File: config.mk
export PLATFORM = sky130hd
export DESIGN_NAME = sis_cap_reg_flat
export DESIGN_NICKNAME = d
export VERILOG_FILES = /design/src/rtl/sis_pkg.sv /design/src/rtl/sis_csr_if.sv /design/src/rtl/sis_cap_reg.sv /design/src/flat_wrapper.sv
export SDC_FILE = /design/constraint.sdc
export NUM_CORES = 1
export LEC_CHECK = 0
export BUFFER_PORTS_ARGS = -buffer_cell sky130_fd_sc_hd__buf_2
export CELL_PAD_IN_SITES_DETAIL_PLACEMENT = 1
export CELL_PAD_IN_SITES_GLOBAL_PLACEMENT = 2
export CORE_MARGIN = 2
export CORE_UTILIZATION = 22
export CTS_CLUSTER_SIZE = 14
export DETAILED_ROUTE_END_ITERATION = 8
export MAX_ROUTING_LAYER = met4
export PLACE_DENSITY = 0.83
export SLEW_MARGIN = 10
export SYNTH_ARGS = -nofsm -noshare
export SYNTH_HDL_FRONTEND = slang
export SYNTH_SLANG_ARGS = --single-unit
File: constraint.sdc
create_clock -name clock -period 0.9 [get_ports clock]
set_input_delay 0.045 -clock clock [delete_from_list [all_inputs] [get_ports clock]]
set_output_delay 0.045 -clock clock [all_outputs]
set_load 0.005 [all_outputs]
File: src/rtl/sis_pkg.sv
// shared widths, command and error codes and state type of the sparse index set
package sis_pkg;

   localparam int MAX_ENTRIES_DEF = 1024;
   localparam int CAP_DEFAULT     = 1024;

   localparam int FIELD_W = 11;
   localparam int CMD_W   = 4;
   localparam int RPOS_W  = 10;
   localparam int ERR_W   = 3;

   localparam int FIELD_MAX = (2 ** FIELD_W) - 1;

   localparam logic [CMD_W-1:0] CMD_FILL   = 4'd0;
   localparam logic [CMD_W-1:0] CMD_RESIZE = 4'd1;
   localparam logic [CMD_W-1:0] CMD_SET    = 4'd2;
   localparam logic [CMD_W-1:0] CMD_ADD    = 4'd3;
   localparam logic [CMD_W-1:0] CMD_ERASE  = 4'd4;
   localparam logic [CMD_W-1:0] CMD_GET    = 4'd5;
   localparam logic [CMD_W-1:0] CMD_POS    = 4'd6;
   localparam logic [CMD_W-1:0] CMD_EXISTS = 4'd7;
   localparam logic [CMD_W-1:0] CMD_DRAW   = 4'd8;
   localparam logic [CMD_W-1:0] CMD_LAST   = 4'd9;

   localparam logic [ERR_W-1:0] ERR_OK     = 3'd0;
   localparam logic [ERR_W-1:0] ERR_ID     = 3'd1;
   localparam logic [ERR_W-1:0] ERR_DUP    = 3'd2;
   localparam logic [ERR_W-1:0] ERR_ABSENT = 3'd3;
   localparam logic [ERR_W-1:0] ERR_POS    = 3'd4;
   localparam logic [ERR_W-1:0] ERR_EMPTY  = 3'd5;
   localparam logic [ERR_W-1:0] ERR_LEN    = 3'd6;

   typedef enum logic [2:0] {
      S_CLEAR,
      S_IDLE,
      S_FILL,
      S_LOOK,
      S_CHECK,
      S_FIX
   } state_type;

endpackage

File: src/rtl/sis_csr_if.sv
// capacity register write channel of the sparse index set
interface sis_csr_if;
   import sis_pkg::*;

   logic                valid;
   logic                ready;
   logic [FIELD_W-1:0]  capacity_in_use;

   modport source (output valid, capacity_in_use, input ready);
   modport sink   (input valid, capacity_in_use, output ready);
endinterface

File: src/rtl/sis_cap_reg.sv
// capacity register with saturation into the legal range
module sis_cap_reg #(
   parameter int MAX_ENTRIES = sis_pkg::MAX_ENTRIES_DEF
) (
   input  logic                         clock,
   input  logic                         reset,
   sis_csr_if.sink                      csr_chan,
   output logic [sis_pkg::FIELD_W-1:0]  cap
);
   import sis_pkg::*;

   localparam int CAP_MAX   = (MAX_ENTRIES < FIELD_MAX) ? MAX_ENTRIES : FIELD_MAX;
   localparam int CAP_RESET = (MAX_ENTRIES < CAP_DEFAULT) ? MAX_ENTRIES : CAP_DEFAULT;

   logic [FIELD_W-1:0] cap_ff;
   logic [FIELD_W-1:0] cap_in;

   assign csr_chan.ready = 1'b1;

   // clamp the written word into [1, CAP_MAX]
   always_comb begin
      cap_in = cap_ff;
      if (csr_chan.valid) begin
         priority if (csr_chan.capacity_in_use == '0) begin
            cap_in = FIELD_W'(1);
         end else if (csr_chan.capacity_in_use > FIELD_W'(CAP_MAX)) begin
            cap_in = FIELD_W'(CAP_MAX);
         end else begin
            cap_in = csr_chan.capacity_in_use;
         end
      end
   end

   always_ff @(posedge clock) begin
      if (reset) begin
         cap_ff <= FIELD_W'(CAP_RESET);
      end else begin
         cap_ff <= cap_in;
      end
   end

   assign cap = cap_ff;

endmodule

File: src/flat_wrapper.sv
// flat-port wrapper written by rule: the top's interface ports become plain ports
module sis_cap_reg_flat import sis_pkg::*;
#(
   parameter int MAX_ENTRIES = sis_pkg::MAX_ENTRIES_DEF
)
  (clock, reset, cap, csr_chan_valid, csr_chan_capacity_in_use, csr_chan_ready);
  sis_csr_if csr_chan_i ();
  input  logic clock;
  input  logic reset;
  output logic [sis_pkg::FIELD_W-1:0] cap;
  input wire logic [$bits(csr_chan_i.valid)-1:0] csr_chan_valid;
  input wire logic [$bits(csr_chan_i.capacity_in_use)-1:0] csr_chan_capacity_in_use;
  output wire logic [$bits(csr_chan_i.ready)-1:0] csr_chan_ready;
  assign csr_chan_i.valid = csr_chan_valid;
  assign csr_chan_i.capacity_in_use = csr_chan_capacity_in_use;
  assign csr_chan_ready = csr_chan_i.ready;
  sis_cap_reg #(.MAX_ENTRIES(MAX_ENTRIES)) u_core (.clock(clock), .reset(reset), .csr_chan(csr_chan_i), .cap(cap));
endmodule
==> reports/qor.yml <==
status: "completed"
critPathRequiredTime_ps: 850
num-nets-final: 92
root_buffer: "clkbuf_4"
wl_per_cell_um: 11.11
swShare_pct: 24.68
cts_tree: "yes"
via_count: 450
cts_setup_buffers: 0
start_util_pct: 23.81
fin_skew_ps: 0
syn_inst: 52
antenna_cells: 0
critical_path.slowest_cell: "dfxtp_1"
cp-start-kind: "flip-flop"
drive_gt1_share_pct: 42.86
min_to: "u_core.cap[8]$_SDFFE_PP0P_"
pwr-share-seq_pct: 52.3
leakage_uw: 0.0003005
routed_wirelength_mm: 1.155
worstHoldStart: "csr_chan_capacity_in_use[8]"
gr-total-overflow: 0
max_freq_ghz: 1.285
htreeDepth: 1
rr_worst_depth: 3
ctsHoldBuffers: 0
crit_path_cell_trace: "buf_2"
routed_via_density: 4.327
grt.total_usage_pct: 10.62
grt_pass1_wl_mm: 1.918
cts_buffer_depth: 2
first_global_vias: 463
timing.rr.end: "u_core.cap[1]$_SDFFE_PP0P_"
ir_worst_vdd_uv: 442.1
cp_top_family: "flip-flops"
dr.pass1.iters: 2
syn_area_um2: 476.7
dp_hpwl_um: 909.4
finalCritPeriodShare_pct: 86.46
die_area_um2: 2555
numCtsBuffers: 3
rsz0062_at_grt: "no"
period_needed_ps: 778.1
power_uw: 989.8
clk_pin_slew_ps: 70
crit_type: "flip-flop to primary output"
hold_depth: 3
portBuffers: 24
slew_viol_final: 0
drc: 0
die_h_um: 50.55
p_clk_share_pct: 34.6
ys_seq_area_share_pct: 46.19
crit_path_end_kind: "primary output"
critPathMaxStageDelay_ps: 350
arrival_ps: 730
drv_cap: 0
insertion_delay_ps: 270
hold_viol: 0
drt_iter0_drc: 1
reg2reg_from: "u_core.cap[1]$_SDFFE_PP0P_"
setup_viol: 0
ys_warn_count: 0
critPathMaxFanout: 2
cp.buffers_inverters: 1
r2r_slack_ps: 170
ctsResizeCount: 0
power.internal_uw: 745.5
synth-seq-cells: 11
fp-row-count: 16
synth_cell_types: 18
io_pins: 26
coreArea_um2: 2002
die_w_um: 50.55
clock_sinks: 11
syn_to_final_growth_pct: 32.81
antenna_found_initial: 0
syn_nets: 66
netSwitchingPower_uw: 244.3
setup_tns_ps: 0
largest_register_ffs: 11
hold_path.class: "primary input to flip-flop"
gp_congestion: 0.6132
ant_nets: 0
p_per_area_nw_per_um2: 1563
syn_avg_cell_area_um2: 9.167
pwr-share-comb_pct: 13.1
grt_max_degree: 19
[layout make-up]
cell class              count  area (um2)
repair buffers             24       120.1
fillers                   266        1369
clock buffers               4       26.28
flip-flops and latches     11       220.2
inverters                   1       3.754
multi-input cells          37       229.0
well taps                  27       33.78
[synthesized netlist by cell type]
cell type	number	share of area (%)
inv_1	1	0.79
nand2b_2	2	3.7
conb_1	1	0.79
buf_4	1	1.6
nor4_2	1	2.6
nor2_1	6	4.7
and2b_1	4	6.3
nand3b_1	4	6.3
buf_6	1	2.4
a21oi_2	1	1.8
buf_2	1	1.0
o21ai_1	2	2.1
dfxtp_1	11	46
nand2b_1	2	2.6
nor3_1	1	1.0
a21oi_1	10	10
and2b_4	2	4.2
a31oi_1	1	1.3
[power by group through the flow]
stage               combinational [uW]  sequential [uW]  clock, uW
finish                             130              518        342
global route                       148              520        382
detailed placement                 132              529          0
floorplan                         67.3              531          0
CTS                                132              518        356
global placement                   131              528          0
[how the worst max path moves through the flow]
stage	start	endpoint	slack, ps	depth (start not counted)
after floorplan	u_core.cap[8]$_SDFFE_PP0P_	u_core.cap[8]$_SDFFE_PP0P_	190	3
after global placement	csr_chan_capacity_in_use[9]	u_core.cap[0]$_SDFFE_PP0P_	80	4
after detailed placement	csr_chan_capacity_in_use[9]	u_core.cap[0]$_SDFFE_PP0P_	80	4
after CTS	u_core.cap[7]$_SDFFE_PP0P_	cap[7]	110	1
after global routing	u_core.cap[4]$_SDFFE_PP0P_	cap[4]	80	1
final	u_core.cap[7]$_SDFFE_PP0P_	cap[7]	120	1
[placed cells by master, fill, tap and decap left out]
master / instances
nor4_2: 1
nor2_1: 6
nand2b_1: 2
and2b_4: 2
inv_1: 1
dfxtp_1: 11
and2b_1: 4
a21oi_2: 1
a31oi_1: 1
nor3_1: 1
nand3b_1: 4
conb_1: 1
clkbuf_1: 1
clkbuf_4: 3
o21ai_1: 2
a21oi_1: 10
nand2b_2: 2
buf_2: 24
[per-layer routing]
layer	vias up	GRT usage [%]	part of all wire, %	wire length [um]
li1	221	-	-	-
met1	211	10.02	41	468
met2	16	17.76	50	580
met3	2	4.464	8.0	92
met4	0	6.757	1.1	13
met5	-	-	0	0
[through the flow]
step / cells / cell area [um2] / hold WS (ps) / utilization [%] / setup slack [ps]
after floorplan: 52 / 476.7 / 173.0 / - / 194.5
after global placement: 100 / 606.8 / 294.6 / 30.31 / 83.22
after detailed placement: 100 / 606.8 / 301.3 / 30.31 / 84.24
after CTS: 104 / 633.1 / 16.24 / 31.62 / 108.3
after global routing: 104 / 633.1 / 36.05 / 31.62 / 76.74
final: 104 / 633.1 / 23.09 / 31.62 / 121.9
[cell families (layout without fill, tap and decap cells)]
kind of cell | count (synthesis) | count (layout) | synth area share, %
simple gates | 22 | 22 | 31.50
compound gates | 14 | 14 | 15.75
flops | 11 | 11 | 46.19
buf+inv | 4 | 29 | 5.773
other cells | 1 | 1 | 0.7866
Power figures use the tool's default switching activity.
